### config.mk
export PLATFORM = sky130hd
export DESIGN_NAME = ber_tlv_stream_parser
export DESIGN_NICKNAME = d
export VERILOG_FILES = /design/src/btlv_pkg.sv /design/src/ber_tlv_stream_parser.sv /design/src/btlv_front.sv /design/src/btlv_back.sv /design/src/btlv_outq.sv
export SDC_FILE = /design/constraint.sdc
export NUM_CORES = 2
export LEC_CHECK = 0
export BUFFER_PORTS_ARGS = -buffer_cell sky130_fd_sc_hd__buf_2
export CAP_MARGIN = 20
export CORE_UTILIZATION = 35
export DETAILED_ROUTE_END_ITERATION = 10
export PLACE_DENSITY_LB_ADDON = 0.15
export SLEW_MARGIN = 20
export SYNTH_ARGS = -nofsm -noshare
export SYNTH_HDL_FRONTEND = slang
export SYNTH_SLANG_ARGS = --single-unit
### constraint.sdc
create_clock -name clock -period 11.5 [get_ports clock]
set_input_delay 1.725 -clock clock [delete_from_list [all_inputs] [get_ports clock]]
set_output_delay 1.725 -clock clock [all_outputs]
set_load 0.05 [all_outputs]
### src/btlv_pkg.sv
// ----------------------------------------------------------------------------
// BER TLV parser package
// Shared types, codes and sizes of the BER TLV stream parser.
// ----------------------------------------------------------------------------
package btlv_pkg;

   localparam int MAX_DEPTH_DEF     = 16;
   localparam int MAX_LEN_BYTES_DEF = 4;
   localparam int MAX_RESULTS       = 18;
   localparam int TAG_W             = 28;
   localparam int CLEN_W            = 32;
   localparam int NEST_W            = 5;
   localparam int TAG_MAX_GROUPS    = 4;    // 4 x 7 bits = 28 bit tag
   localparam int FQ_DEPTH          = 2;    // power of two
   localparam int OUTQ_DEPTH        = 4;    // power of two

   localparam logic [4:0] TAG_LONG_MARK = 5'h1f;

   typedef enum logic [1:0] {
      EV_HEADER  = 2'd0,
      EV_CONTENT = 2'd1,
      EV_CLOSE   = 2'd2,
      EV_ERROR   = 2'd3
   } ev_type;

   typedef enum logic [3:0] {
      ERR_NONE          = 4'd0,
      ERR_TAG_CUT       = 4'd1,
      ERR_LONG_TAG_CUT  = 4'd2,
      ERR_TAG_LARGE     = 4'd3,
      ERR_LEN_CUT       = 4'd4,
      ERR_LEN_WIDE      = 4'd5,
      ERR_LONG_LEN_CUT  = 4'd6,
      ERR_OVERRUN       = 4'd7,
      ERR_INDEF_PRIM    = 4'd8,
      ERR_TOO_DEEP      = 4'd9
   } err_type;

   typedef enum logic [4:0] {
      PH_TAG0 = 5'b00001,
      PH_TAGN = 5'b00010,
      PH_LEN0 = 5'b00100,
      PH_LENN = 5'b01000,
      PH_BODY = 5'b10000
   } phase_type;

   typedef enum logic [1:0] {
      ST_BYTE = 2'b01,
      ST_UNW  = 2'b10
   } bstate_type;

   // byte as handed from the front queue, with its precomputed classes
   typedef struct packed {
      logic [7:0] data;
      logic       eob;
      logic       zero;
      logic       long_tag;
   } fq_item_type;

   typedef struct packed {
      ev_type              event_kind;
      logic [1:0]          tag_class;
      logic                is_constructed;
      logic [TAG_W-1:0]    tag_value;
      logic [CLEN_W-1:0]   content_length;
      logic                indefinite_length;
      logic [NEST_W-1:0]   nest_level;
      logic [7:0]          data_byte;
      err_type             error_code;
      logic                last_of_run;
   } rsp_type;

endpackage

### src/ber_tlv_stream_parser.sv
// ----------------------------------------------------------------------------
// BER TLV stream parser
// Byte-wide ASN.1 BER decoder emitting header, content, close and error events.
// ----------------------------------------------------------------------------
//  channel   direction  handshake                 payload
//  request   in         push / full               req_byte_in, req_end_of_buffer
//  response  out        empty / pop               rsp_* event fields
//
//  One byte per cycle while each byte yields at most one event and the
//  result queue is not full. Further events of a byte (unwind of closing
//  levels) are written in an unwind state that takes no byte: the parser
//  writes one event per cycle and reads one stack entry per cycle. A cut after
//  a tag or length byte with no event of its own also passes through that state.
//  Reset is synchronous; no clearing pass, stack entries are written on push.
//  A full result queue stalls the parser; the input queue takes at most two
//  more bytes and then raises full.
// ----------------------------------------------------------------------------
module ber_tlv_stream_parser #(
   parameter int MAX_DEPTH     = btlv_pkg::MAX_DEPTH_DEF,
   parameter int MAX_LEN_BYTES = btlv_pkg::MAX_LEN_BYTES_DEF
) (
   input  logic                          clock,
   input  logic                          reset,
   // request channel
   input  logic                          push,
   output logic                          full,
   input  logic [7:0]                    req_byte_in,
   input  logic                          req_end_of_buffer,
   // response channel
   output logic                          empty,
   input  logic                          pop,
   output logic [1:0]                    rsp_event_kind,
   output logic [1:0]                    rsp_tag_class,
   output logic                          rsp_is_constructed,
   output logic [btlv_pkg::TAG_W-1:0]    rsp_tag_value,
   output logic [btlv_pkg::CLEN_W-1:0]   rsp_content_length,
   output logic                          rsp_indefinite_length,
   output logic [btlv_pkg::NEST_W-1:0]   rsp_nest_level,
   output logic [7:0]                    rsp_data_byte,
   output logic [3:0]                    rsp_error_code,
   output logic                          rsp_last_of_run
);
   import btlv_pkg::*;

   fq_item_type  item;
   logic         item_valid, item_take;
   logic         outq_full, res_push;
   rsp_type      res, head;

   // front: byte queue, classifies tag and zero bytes on the way in
   btlv_front u_front (
      .clock      (clock),
      .reset      (reset),
      .in_push    (push),
      .in_full    (full),
      .in_byte    (req_byte_in),
      .in_eob     (req_end_of_buffer),
      .item_valid (item_valid),
      .item       (item),
      .item_take  (item_take)
   );

   // back: TLV sequencer and region stack
   btlv_back #(
      .MAX_DEPTH     (MAX_DEPTH),
      .MAX_LEN_BYTES (MAX_LEN_BYTES)
   ) u_back (
      .clock      (clock),
      .reset      (reset),
      .item_valid (item_valid),
      .item       (item),
      .item_take  (item_take),
      .outq_full  (outq_full),
      .res_push   (res_push),
      .res        (res)
   );

   // events wait here until the consumer transfers them
   btlv_outq u_outq (
      .clock    (clock),
      .reset    (reset),
      .wr_push  (res_push),
      .wr_data  (res),
      .wr_full  (outq_full),
      .rd_pop   (pop),
      .rd_empty (empty),
      .rd_data  (head)
   );

   assign rsp_event_kind        = head.event_kind;
   assign rsp_tag_class         = head.tag_class;
   assign rsp_is_constructed    = head.is_constructed;
   assign rsp_tag_value         = head.tag_value;
   assign rsp_content_length    = head.content_length;
   assign rsp_indefinite_length = head.indefinite_length;
   assign rsp_nest_level        = head.nest_level;
   assign rsp_data_byte         = head.data_byte;
   assign rsp_error_code        = head.error_code;
   assign rsp_last_of_run       = head.last_of_run;

endmodule

### src/btlv_front.sv
// ----------------------------------------------------------------------------
// BER TLV parser front
// Input queue; classifies each byte on entry.
// ----------------------------------------------------------------------------
module btlv_front (
   input  logic                  clock,
   input  logic                  reset,
   input  logic                  in_push,
   output logic                  in_full,
   input  logic [7:0]            in_byte,
   input  logic                  in_eob,
   output logic                  item_valid,
   output btlv_pkg::fq_item_type item,
   input  logic                  item_take
);
   import btlv_pkg::*;

   localparam int AW = (FQ_DEPTH > 1) ? $clog2(FQ_DEPTH) : 1;
   localparam int CW = $clog2(FQ_DEPTH + 1);

   fq_item_type       q_ff [FQ_DEPTH];
   logic [AW-1:0]     wr_ff, wr_in, rd_ff, rd_in;
   logic [CW-1:0]     cnt_ff, cnt_in;
   logic              do_wr, do_rd;
   fq_item_type       new_item;

   assign in_full    = (cnt_ff == CW'(FQ_DEPTH));
   assign item_valid = (cnt_ff != '0);
   assign item       = q_ff[rd_ff];
   assign do_wr      = in_push && !in_full;
   assign do_rd      = item_take && item_valid;

   always_comb begin
      new_item.data     = in_byte;
      new_item.eob      = in_eob;
      new_item.zero     = (in_byte == 8'h00);
      new_item.long_tag = (in_byte[4:0] == TAG_LONG_MARK);
      wr_in  = do_wr ? wr_ff + AW'(1) : wr_ff;
      rd_in  = do_rd ? rd_ff + AW'(1) : rd_ff;
      cnt_in = cnt_ff + CW'(do_wr) - CW'(do_rd);
   end

   always_ff @(posedge clock) begin
      if (reset) begin
         wr_ff  <= '0;
         rd_ff  <= '0;
         cnt_ff <= '0;
      end else begin
         wr_ff  <= wr_in;
         rd_ff  <= rd_in;
         cnt_ff <= cnt_in;
      end
   end

   always_ff @(posedge clock) begin
      if (do_wr) begin
         q_ff[wr_ff] <= new_item;
      end
   end

endmodule

### src/btlv_back.sv
// ----------------------------------------------------------------------------
// BER TLV parser back
// Header/content sequencer with the stack of open regions and close unwind.
// ----------------------------------------------------------------------------
module btlv_back #(
   parameter int MAX_DEPTH     = btlv_pkg::MAX_DEPTH_DEF,
   parameter int MAX_LEN_BYTES = btlv_pkg::MAX_LEN_BYTES_DEF
) (
   input  logic                  clock,
   input  logic                  reset,
   input  logic                  item_valid,
   input  btlv_pkg::fq_item_type item,
   output logic                  item_take,
   input  logic                  outq_full,
   output logic                  res_push,
   output btlv_pkg::rsp_type     res
);
   import btlv_pkg::*;

   localparam int LEN_W = 8 * MAX_LEN_BYTES;
   localparam int OFF_W = LEN_W + 1;
   localparam int SP_W  = $clog2(MAX_DEPTH + 1);
   localparam int IDX_W = (MAX_DEPTH > 1) ? $clog2(MAX_DEPTH) : 1;
   localparam int CNT_W = $clog2(MAX_RESULTS + 1);

   // innermost definite limit of the current level
   function automatic logic lim_eq(input logic lv, input logic [OFF_W-1:0] lim,
                                   input logic [OFF_W-1:0] off, input logic eob);
      lim_eq = lv ? (lim == off) : eob;
   endfunction

   function automatic logic lim_gt(input logic lv, input logic [OFF_W-1:0] lim,
                                   input logic [OFF_W:0] x,
                                   input logic [OFF_W-1:0] off, input logic eob);
      lim_gt = lv ? (x > {1'b0, lim}) : (eob && (x > {1'b0, off}));
   endfunction

   bstate_type          state_ff, state_in;
   phase_type           phase_ff, phase_in;
   logic                err_ff, err_in;
   logic [OFF_W-1:0]    offset_ff, offset_in;
   logic [TAG_W-1:0]    tag_ff, tag_in;
   logic [2:0]          shift_ff, shift_in;
   logic [2:0]          hcf_ff, hcf_in;
   logic                zero_ff, zero_in;
   logic [LEN_W-1:0]    lacc_ff, lacc_in;
   logic [3:0]          left_ff, left_in;
   logic [LEN_W-1:0]    cl_ff, cl_in;
   logic [SP_W-1:0]     sp_ff, sp_in;
   logic                eob_ff, eob_in;
   logic [CNT_W-1:0]    cnt_ff, cnt_in;
   // top-of-stack view: open flag, limit, outermost definite stop
   logic                cur_open_ff, cur_open_in;
   logic                cur_lv_ff, cur_lv_in;
   logic [OFF_W-1:0]    cur_lim_ff, cur_lim_in;
   logic                cur_ov_ff, cur_ov_in;
   logic [OFF_W-1:0]    cur_outer_ff, cur_outer_in;

   // saved views of the levels below
   logic                ent_open_ff  [MAX_DEPTH];
   logic                ent_lv_ff    [MAX_DEPTH];
   logic [OFF_W-1:0]    ent_lim_ff   [MAX_DEPTH];
   logic                ent_ov_ff    [MAX_DEPTH];
   logic [OFF_W-1:0]    ent_outer_ff [MAX_DEPTH];
   logic                ent_we;

   logic [7:0]          b;
   logic                e;
   logic [OFF_W-1:0]    off1;
   logic [6:0]          nlen;
   logic [OFF_W:0]      n_x, stop_x;
   logic                hdr_go, hdr_indef, hdr_eoc;
   logic [LEN_W-1:0]    hdr_len;
   logic                emit, more, fail_now, fin, fin_eob, do_pop;
   logic [SP_W-1:0]     sp_m1;
   logic [IDX_W-1:0]    rd_idx, wr_idx;
   logic [CNT_W-1:0]    cnt_cur;
   rsp_type             r;

   always_comb begin
      state_in     = state_ff;
      phase_in     = phase_ff;
      err_in       = err_ff;
      offset_in    = offset_ff;
      tag_in       = tag_ff;
      shift_in     = shift_ff;
      hcf_in       = hcf_ff;
      zero_in      = zero_ff;
      lacc_in      = lacc_ff;
      left_in      = left_ff;
      cl_in        = cl_ff;
      sp_in        = sp_ff;
      eob_in       = eob_ff;
      cnt_in       = cnt_ff;
      cur_open_in  = cur_open_ff;
      cur_lv_in    = cur_lv_ff;
      cur_lim_in   = cur_lim_ff;
      cur_ov_in    = cur_ov_ff;
      cur_outer_in = cur_outer_ff;
      ent_we       = 1'b0;

      sp_m1   = sp_ff - SP_W'(1);
      rd_idx  = sp_m1[IDX_W-1:0];
      wr_idx  = sp_ff[IDX_W-1:0];
      b       = item.data;
      e       = item.eob;
      off1    = offset_ff + OFF_W'(1);
      nlen    = b[6:0];
      n_x     = {1'b0, off1} + (OFF_W+1)'(nlen);
      stop_x  = '0;
      hdr_go    = 1'b0;
      hdr_indef = 1'b0;
      hdr_eoc   = 1'b0;
      hdr_len   = '0;
      r        = '0;
      emit     = 1'b0;
      more     = 1'b0;
      fail_now = 1'b0;
      fin      = 1'b0;
      fin_eob  = 1'b0;
      do_pop   = 1'b0;
      item_take = 1'b0;
      cnt_cur  = (state_ff == ST_UNW) ? cnt_ff : '0;

      case (state_ff)
         ST_BYTE: begin
            if (item_valid && !outq_full) begin
               item_take = 1'b1;
               eob_in    = e;
               fin_eob   = e;
               cnt_in    = '0;
               if (err_ff) begin
                  fin = 1'b1;
               end else if (e && ((cur_ov_ff && (cur_outer_ff > off1)) ||
                                  (phase_ff == PH_BODY && cl_ff > LEN_W'(1)))) begin
                  // buffer ends inside an open definite region
                  emit = 1'b1;
                  r.event_kind = EV_ERROR;
                  r.nest_level = NEST_W'(sp_ff);
                  r.error_code = ERR_OVERRUN;
                  err_in = 1'b1;
                  fin    = 1'b1;
               end else begin
                  offset_in = off1;
                  case (phase_ff)
                     PH_TAG0: begin
                        hcf_in  = b[7:5];
                        zero_in = item.zero;
                        if (!item.long_tag) begin
                           tag_in   = TAG_W'(b[4:0]);
                           phase_in = PH_LEN0;
                        end else begin
                           tag_in   = '0;
                           shift_in = '0;
                           phase_in = PH_TAGN;
                        end
                     end
                     PH_TAGN: begin
                        tag_in   = {tag_ff[TAG_W-8:0], b[6:0]};
                        shift_in = shift_ff + 3'd1;
                        if (shift_in > 3'(TAG_MAX_GROUPS)) begin
                           fail_now = 1'b1;
                           r.error_code = ERR_TAG_LARGE;
                        end else if (!b[7]) begin
                           phase_in = PH_LEN0;
                        end
                     end
                     PH_LEN0: begin
                        if (!b[7]) begin
                           hdr_go  = 1'b1;
                           hdr_len = LEN_W'(b);
                           hdr_eoc = zero_ff && item.zero;
                        end else if (nlen == 7'd0) begin
                           hdr_go    = 1'b1;
                           hdr_indef = 1'b1;
                        end else if (nlen > 7'(MAX_LEN_BYTES)) begin
                           fail_now = 1'b1;
                           r.error_code = ERR_LEN_WIDE;
                        end else if (lim_gt(cur_lv_ff, cur_lim_ff, n_x, off1, e)) begin
                           fail_now = 1'b1;
                           r.error_code = ERR_LONG_LEN_CUT;
                        end else begin
                           lacc_in  = '0;
                           left_in  = 4'(nlen);
                           phase_in = PH_LENN;
                        end
                     end
                     PH_LENN: begin
                        lacc_in = (lacc_ff << 8) | LEN_W'(b);
                        left_in = (left_ff != 4'd0) ? left_ff - 4'd1 : left_ff;
                        if (left_in == 4'd0) begin
                           hdr_go  = 1'b1;
                           hdr_len = lacc_in;
                        end
                     end
                     PH_BODY: begin
                        emit = 1'b1;
                        r.event_kind = EV_CONTENT;
                        r.nest_level = NEST_W'(sp_ff);
                        r.data_byte  = b;
                        cl_in = (cl_ff != '0) ? cl_ff - LEN_W'(1) : cl_ff;
                        if (cl_in == '0) begin
                           phase_in = PH_TAG0;
                        end
                     end
                     default: begin
                        phase_in = PH_TAG0;
                     end
                  endcase

                  if (hdr_go) begin
                     phase_in = PH_TAG0;
                     stop_x   = {1'b0, off1} + (OFF_W+1)'(hdr_len);
                     if (hdr_eoc && sp_ff != '0 && cur_open_ff) begin
                        // end-of-contents closes the indefinite level
                        emit = 1'b1;
                        r.event_kind        = EV_CLOSE;
                        r.indefinite_length = 1'b1;
                        r.nest_level        = NEST_W'(sp_m1);
                        do_pop = 1'b1;
                     end else if (!hdr_indef &&
                                  lim_gt(cur_lv_ff, cur_lim_ff, stop_x, off1, e)) begin
                        fail_now = 1'b1;
                        r.error_code = ERR_OVERRUN;
                     end else if (hcf_ff[0]) begin
                        if (sp_ff >= SP_W'(MAX_DEPTH)) begin
                           fail_now = 1'b1;
                           r.error_code = ERR_TOO_DEEP;
                        end else begin
                           emit = 1'b1;
                           r.event_kind        = EV_HEADER;
                           r.tag_class         = hcf_ff[2:1];
                           r.is_constructed    = 1'b1;
                           r.tag_value         = tag_ff;
                           r.content_length    = hdr_indef ? '0 : CLEN_W'(hdr_len);
                           r.indefinite_length = hdr_indef;
                           r.nest_level        = NEST_W'(sp_ff);
                           ent_we       = 1'b1;
                           sp_in        = sp_ff + SP_W'(1);
                           cur_open_in  = hdr_indef;
                           if (!hdr_indef) begin
                              cur_lv_in  = 1'b1;
                              cur_lim_in = stop_x[OFF_W-1:0];
                              cur_ov_in  = 1'b1;
                              if (!cur_ov_ff) begin
                                 cur_outer_in = stop_x[OFF_W-1:0];
                              end
                           end
                        end
                     end else if (hdr_indef) begin
                        fail_now = 1'b1;
                        r.error_code = ERR_INDEF_PRIM;
                     end else begin
                        emit = 1'b1;
                        r.event_kind     = EV_HEADER;
                        r.tag_class      = hcf_ff[2:1];
                        r.tag_value      = tag_ff;
                        r.content_length = CLEN_W'(hdr_len);
                        r.nest_level     = NEST_W'(sp_ff);
                        if (hdr_len != '0) begin
                           cl_in    = hdr_len;
                           phase_in = PH_BODY;
                        end
                     end
                  end

                  if (do_pop) begin
                     sp_in        = sp_m1;
                     cur_open_in  = ent_open_ff[rd_idx];
                     cur_lv_in    = ent_lv_ff[rd_idx];
                     cur_lim_in   = ent_lim_ff[rd_idx];
                     cur_ov_in    = ent_ov_ff[rd_idx];
                     cur_outer_in = ent_outer_ff[rd_idx];
                  end

                  if (fail_now) begin
                     emit = 1'b1;
                     r.event_kind = EV_ERROR;
                     r.nest_level = NEST_W'(sp_ff);
                     err_in = 1'b1;
                     fin    = 1'b1;
                  end else if (lim_eq(cur_lv_in, cur_lim_in, off1, e) &&
                               (phase_in != PH_TAG0 || sp_in != '0)) begin
                     more     = emit;
                     cnt_in   = emit ? CNT_W'(1) : '0;
                     state_in = ST_UNW;
                  end else begin
                     fin = 1'b1;
                  end
               end
            end
         end
         ST_UNW: begin
            if (!outq_full) begin
               fin_eob = eob_ff;
               emit    = 1'b1;
               if (cnt_ff < CNT_W'(MAX_RESULTS)) begin
                  cnt_in = cnt_ff + CNT_W'(1);
               end
               if (phase_ff != PH_TAG0) begin
                  // region or buffer ended inside an element
                  r.event_kind = EV_ERROR;
                  r.nest_level = NEST_W'(sp_ff);
                  case (phase_ff)
                     PH_TAGN: r.error_code = ERR_LONG_TAG_CUT;
                     PH_LEN0: r.error_code = ERR_LEN_CUT;
                     PH_LENN: r.error_code = ERR_LONG_LEN_CUT;
                     default: r.error_code = ERR_OVERRUN;
                  endcase
                  err_in = 1'b1;
                  fin    = 1'b1;
               end else begin
                  r.event_kind        = EV_CLOSE;
                  r.indefinite_length = cur_open_ff;
                  r.nest_level        = NEST_W'(sp_m1);
                  sp_in        = sp_m1;
                  cur_open_in  = ent_open_ff[rd_idx];
                  cur_lv_in    = ent_lv_ff[rd_idx];
                  cur_lim_in   = ent_lim_ff[rd_idx];
                  cur_ov_in    = ent_ov_ff[rd_idx];
                  cur_outer_in = ent_outer_ff[rd_idx];
                  more = (sp_m1 != '0) &&
                         lim_eq(ent_lv_ff[rd_idx], ent_lim_ff[rd_idx], offset_ff, eob_ff);
                  if (!more) begin
                     fin = 1'b1;
                  end
               end
            end
         end
         default: begin
            state_in = ST_BYTE;
         end
      endcase

      if (fin) begin
         state_in = ST_BYTE;
         if (fin_eob) begin
            phase_in     = PH_TAG0;
            err_in       = 1'b0;
            offset_in    = '0;
            tag_in       = '0;
            shift_in     = '0;
            hcf_in       = '0;
            zero_in      = 1'b0;
            lacc_in      = '0;
            left_in      = '0;
            cl_in        = '0;
            sp_in        = '0;
            cur_open_in  = 1'b0;
            cur_lv_in    = 1'b0;
            cur_lim_in   = '0;
            cur_ov_in    = 1'b0;
            cur_outer_in = '0;
         end
      end

      r.last_of_run = !more || (cnt_cur == CNT_W'(MAX_RESULTS - 1));
      res      = r;
      res_push = emit && (cnt_cur < CNT_W'(MAX_RESULTS));
   end

   always_ff @(posedge clock) begin
      if (reset) begin
         state_ff     <= ST_BYTE;
         phase_ff     <= PH_TAG0;
         err_ff       <= 1'b0;
         offset_ff    <= '0;
         tag_ff       <= '0;
         shift_ff     <= '0;
         hcf_ff       <= '0;
         zero_ff      <= 1'b0;
         lacc_ff      <= '0;
         left_ff      <= '0;
         cl_ff        <= '0;
         sp_ff        <= '0;
         eob_ff       <= 1'b0;
         cnt_ff       <= '0;
         cur_open_ff  <= 1'b0;
         cur_lv_ff    <= 1'b0;
         cur_lim_ff   <= '0;
         cur_ov_ff    <= 1'b0;
         cur_outer_ff <= '0;
      end else begin
         state_ff     <= state_in;
         phase_ff     <= phase_in;
         err_ff       <= err_in;
         offset_ff    <= offset_in;
         tag_ff       <= tag_in;
         shift_ff     <= shift_in;
         hcf_ff       <= hcf_in;
         zero_ff      <= zero_in;
         lacc_ff      <= lacc_in;
         left_ff      <= left_in;
         cl_ff        <= cl_in;
         sp_ff        <= sp_in;
         eob_ff       <= eob_in;
         cnt_ff       <= cnt_in;
         cur_open_ff  <= cur_open_in;
         cur_lv_ff    <= cur_lv_in;
         cur_lim_ff   <= cur_lim_in;
         cur_ov_ff    <= cur_ov_in;
         cur_outer_ff <= cur_outer_in;
      end
   end

   // stack write saves the view of the level being entered from
   always_ff @(posedge clock) begin
      if (ent_we) begin
         ent_open_ff[wr_idx]  <= cur_open_ff;
         ent_lv_ff[wr_idx]    <= cur_lv_ff;
         ent_lim_ff[wr_idx]   <= cur_lim_ff;
         ent_ov_ff[wr_idx]    <= cur_ov_ff;
         ent_outer_ff[wr_idx] <= cur_outer_ff;
      end
   end

endmodule

### src/btlv_outq.sv
// ----------------------------------------------------------------------------
// BER TLV parser result queue
// Small FIFO of result events toward the consumer.
// ----------------------------------------------------------------------------
module btlv_outq (
   input  logic              clock,
   input  logic              reset,
   input  logic              wr_push,
   input  btlv_pkg::rsp_type wr_data,
   output logic              wr_full,
   input  logic              rd_pop,
   output logic              rd_empty,
   output btlv_pkg::rsp_type rd_data
);
   import btlv_pkg::*;

   localparam int AW = (OUTQ_DEPTH > 1) ? $clog2(OUTQ_DEPTH) : 1;
   localparam int CW = $clog2(OUTQ_DEPTH + 1);

   rsp_type        q_ff [OUTQ_DEPTH];
   logic [AW-1:0]  wr_ff, wr_in, rd_ff, rd_in;
   logic [CW-1:0]  cnt_ff, cnt_in;
   logic           do_wr, do_rd;

   assign wr_full  = (cnt_ff == CW'(OUTQ_DEPTH));
   assign rd_empty = (cnt_ff == '0);
   assign rd_data  = q_ff[rd_ff];
   assign do_wr    = wr_push && !wr_full;
   assign do_rd    = rd_pop && !rd_empty;

   always_comb begin
      wr_in  = do_wr ? wr_ff + AW'(1) : wr_ff;
      rd_in  = do_rd ? rd_ff + AW'(1) : rd_ff;
      cnt_in = cnt_ff + CW'(do_wr) - CW'(do_rd);
   end

   always_ff @(posedge clock) begin
      if (reset) begin
         wr_ff  <= '0;
         rd_ff  <= '0;
         cnt_ff <= '0;
      end else begin
         wr_ff  <= wr_in;
         rd_ff  <= rd_in;
         cnt_ff <= cnt_in;
      end
   end

   always_ff @(posedge clock) begin
      if (do_wr) begin
         q_ff[wr_ff] <= wr_data;
      end
   end

endmodule

==> qor.csv <==
stage;metric;value;unit
sta;Worst-Margin Slew;1.26;ns
grt;vias in the first global route;50712;
cells_and_area;share of cells above drive strength 1;0.201;
drt;DR vias/cell;5.88;
power_and_ir_drop;net switching power;6.38;mW
sta;max_slew headroom;0.155;
power_and_ir_drop;P per Cell Area;201;nW/um^2
grt;total grt overflow;0;
critical_path;crit path DAT;11.84;ns
grt;GRT Overall Usage;0.227;
worst_hold_path;Worst Hold Depth;1;
floorplanning;initial cell density of the core;0.353;
critical_path;startpoint types;register;
drt;wire per inst;29.9;um
floorplanning;num rows;174;
clocking;Sink Count;1692;
sta;setup ws final;0.360;ns
power_and_ir_drop;combinational group share of total power;0.304;
synth;Adder-Cell Fraction of Synth Area;0.0337;
synth;sequential area share after synthesis;0.609;
cells_and_area;FF+latch area;48500;sq um
critical_path;CP max stage cell;nor3b_1;
grt;initial antenna violation count;9;
critical_path;critical path's largest stage delay;0.65;ns
synth;Yosys reg bits;1692;
clocking;Clk Latency, worst-skew pair;0.87;ns
outcome;status;completed;
clocking;H-tree Lvls;4;
power_and_ir_drop;LEAKAGE;29.1;nW
sta;Final Skew;0.0755;ns
drt;drt initial violations;5585;
clocking;Longest Clk Path Bufs;3;
sta;final setup fails;0;
drt;drt drc;0;
cells_and_area;footprint of the multi-input gates;29300;sq um
floorplanning;core area;226000;sq um
synth;syn nets;5765;
critical_path;crit path kind;register to register;
clocking;clock-pin slew on the worst setup and hold paths;0.06;ns
sta;Final Hold Viols;0;
synth;Netlist cell types;104;
sta;setup TNS;0;ns
power_and_ir_drop;Tot Pwr;18.2;mW
cells_and_area;most frequent cells in the layout;edfxtp_1 (1462), mux4_2 (429), nand2_1 (350), nor2_1 (317), dfxtp_1 (226);
power_and_ir_drop;Clock Power Share;0.319;
floorplanning;Die Span X;479;um
flow_run;max cap viols;0;
clocking;Num CTS Buffers;182;
clocking;cts hold-fix bufs;0;
sta;fin. max-slew vios;0;
clocking;root buffer cell;clkbuf_16;
worst_hold_path;Min-Delay Path Class;register to register;
synth;Gate Count Post-Synth;5539;
synth;ys async rst share;0;
placement;# port buffers;98;
critical_path;endpoint class of the critical path;register;
synth;XOR/XNOR share of the synthesized area;0.0211;
placement;Detail Placement HPWL;179000;um
cells_and_area;synthesis-to-finish area growth;13.7;%
floorplanning;Die Y-Extent;479;um
critical_path;Reg2Reg Depth;33;
clocking;post-CTS setup buffer count;0;
sta;minimum clock period;11.14;ns
sta;Achievable Freq;0.0898;GHz
synth;Simple-Gate Fraction of Synth Area;0.0965;
sta;RSZ-0062 raised after global routing;no;
power_and_ir_drop;worst-case vdd ir drop;0.203;mV
synth;Synth Flop Type;edfxtp_1;
synth;Mapped Avg Cell Area;14.4;sq um
synth;mux share of post-synthesis cell area;0.125;
critical_path;Crit Path Max Fanout;31;
drt;DR vias;51774;
sta;Final Cycle Share;0.969;
cells_and_area;Post-Layout Inst Area;90600;sq um
placement;routability cong.;0.965;
synth;combinational family with the most area after synthesis;multiplexers;
synth;Compound-Gate Fraction of Synth Area;0.0877;
floorplanning;Boundary Pins;99;
synth;Netlist Area Pre-Place;79700;sq um
cells_and_area;Fill cells;20955;
drt;drt total wl;263000;um
floorplanning;Die Area;230000;sq um
drt;Pre-antenna DRT Iters;7;
power_and_ir_drop;Int Pwr;11.8;mW
grt;pin count of the biggest net entering global routing;92;
cells_and_area;commonest non-fill, non-tap cell in the layout;edfxtp_1;
synth;yosys warns;0;
power_and_ir_drop;Flop pwr share;0.377;
clocking;CTS tree;done;
cells_and_area;nets;5887;
drt;post-detailed-route count of antenna-violating nets;0;
power_and_ir_drop;switching part of the total power;0.351;
critical_path;CP required;12.20;ns
synth;EDFF count, synth;1462;
placement;Post-DP Area;84600;sq um
clocking;CTS resizes;0;
grt;first-pass GRT wire length;379000;um
placement;Setup WS pre-CTS;0.448;ns
==> power by group through the flow <==
stage | Clock (mW) | Combinational, mW | Sequential (mW)
2_1_floorplan | 0 | 3.38 | 6.88
3_3_place_gp | 0 | 5.46 | 6.99
3_5_place_dp | 0 | 5.46 | 6.99
4_1_cts | 5.93 | 5.48 | 6.86
5_1_grt | 6.18 | 5.73 | 6.87
6_report | 5.80 | 5.52 | 6.86
==> cells in the mapped netlist, drive strengths merged (12+ instances only) <==
cell     number  area, sq um
mux4        429         9660
xor2         37          324
o2111ai      12          105
and3         35          219
a21boi       36          270
a22oi        89          668
a222oi       35          350
nand2       351         1320
nand2b       35          219
a21oi       206         1040
o21bai       13         97.6
nor3b        17          128
mux2i        25          250
o21a         20          150
nor3        288         1930
o31ai        20          160
o32ai        37          324
and2         60          375
nor2        336         1270
xnor2       144         1270
or3          39          244
nand3        97          490
buf         105          553
inv         169          634
a221oi       16          158
nor4         38          244
a21o         61          458
or4          26          195
ha          210         2630
o211ai       33          248
o21ai       152          764
edfxtp     1462        43900
a2111oi      27          344
a211oi       38          285
and4         14          123
a31oi        19          119
or2          14         87.6
o22ai        64          400
nor2b        24          150
clkbuf      248          931
nand4        68          432
dfxtp       230         4600
a211o        12          105
==> layout make-up <==
| type | instances | area share |
|---|---|---|
| flip-flops and latches | 1692 | 0.536 |
| multi-input cells | 3320 | 0.324 |
| clock buffers | 242 | 0.0536 |
| well taps | 2992 | 0.0413 |
| repair buffers | 291 | 0.0268 |
| clock inverters | 94 | 0.0116 |
| inverters | 174 | 0.00721 |
| diodes | 6 | 0.000166 |
==> routing by layer <==
metal	part of all wire	global-route usage	up-vias
met3	0.060	0.0322	469
met5	0	0	-
li1	-	-	22280
met2	0.46	0.354	1987
met4	0.036	0.0788	0
met1	0.45	0.323	27038
==> cell families after synthesis <==
kind of cell	after synthesis
xor+xnor	185
flops	1692
simple gates	1472
mux	460
buf+inv	527
fa+ha+maj	213
compound gates	990
==> through the flow <==
stage	cells	hold slack, ns	utilization
after floorplan	5539	0.456	-
after global placement	8467	0.490	0.375
after detailed placement	8468	0.494	0.375
after CTS	8804	0.509	0.401
after global routing	8806	0.539	0.402
final	8811	0.514	0.402
==> worst max-delay path, delay by kind of cell (launching register included) <==
kind / cells / cell delay [ns]
compound gates: 11 / 3.21
flops: 1 / 0.59
buf+inv: 3 / 0.80
simple gates: 16 / 5.31
fa+ha+maj: 3 / 1.09
==> flip-flops by register name (all words and copies together) (netlist names), 28 cells and up, named ones only <==
signal,count
u_back.ent_outer_ff,528
u_back.cur_outer_ff,33
u_back.ent_lim_ff,528
u_outq.q_ff,336
u_back.cl_ff,32
u_back.offset_ff,33
u_back.tag_ff,28
u_back.cur_lim_ff,33
==> path summary, 6_finish.rpt <==
path / from / to / slack (ns)
setup / recovery: u_back.offset_ff[0] / u_back.cl_ff[8] / 0.36
hold / removal: u_back.state_ff[0] / u_back.state_ff[0] / 0.51
setup reg to reg: u_back.offset_ff[0] / u_back.cl_ff[8] / 0.36
hold reg to reg: u_back.state_ff[0] / u_back.state_ff[0] / 0.51
No activity file was read; power rests on OpenSTA's default activity.
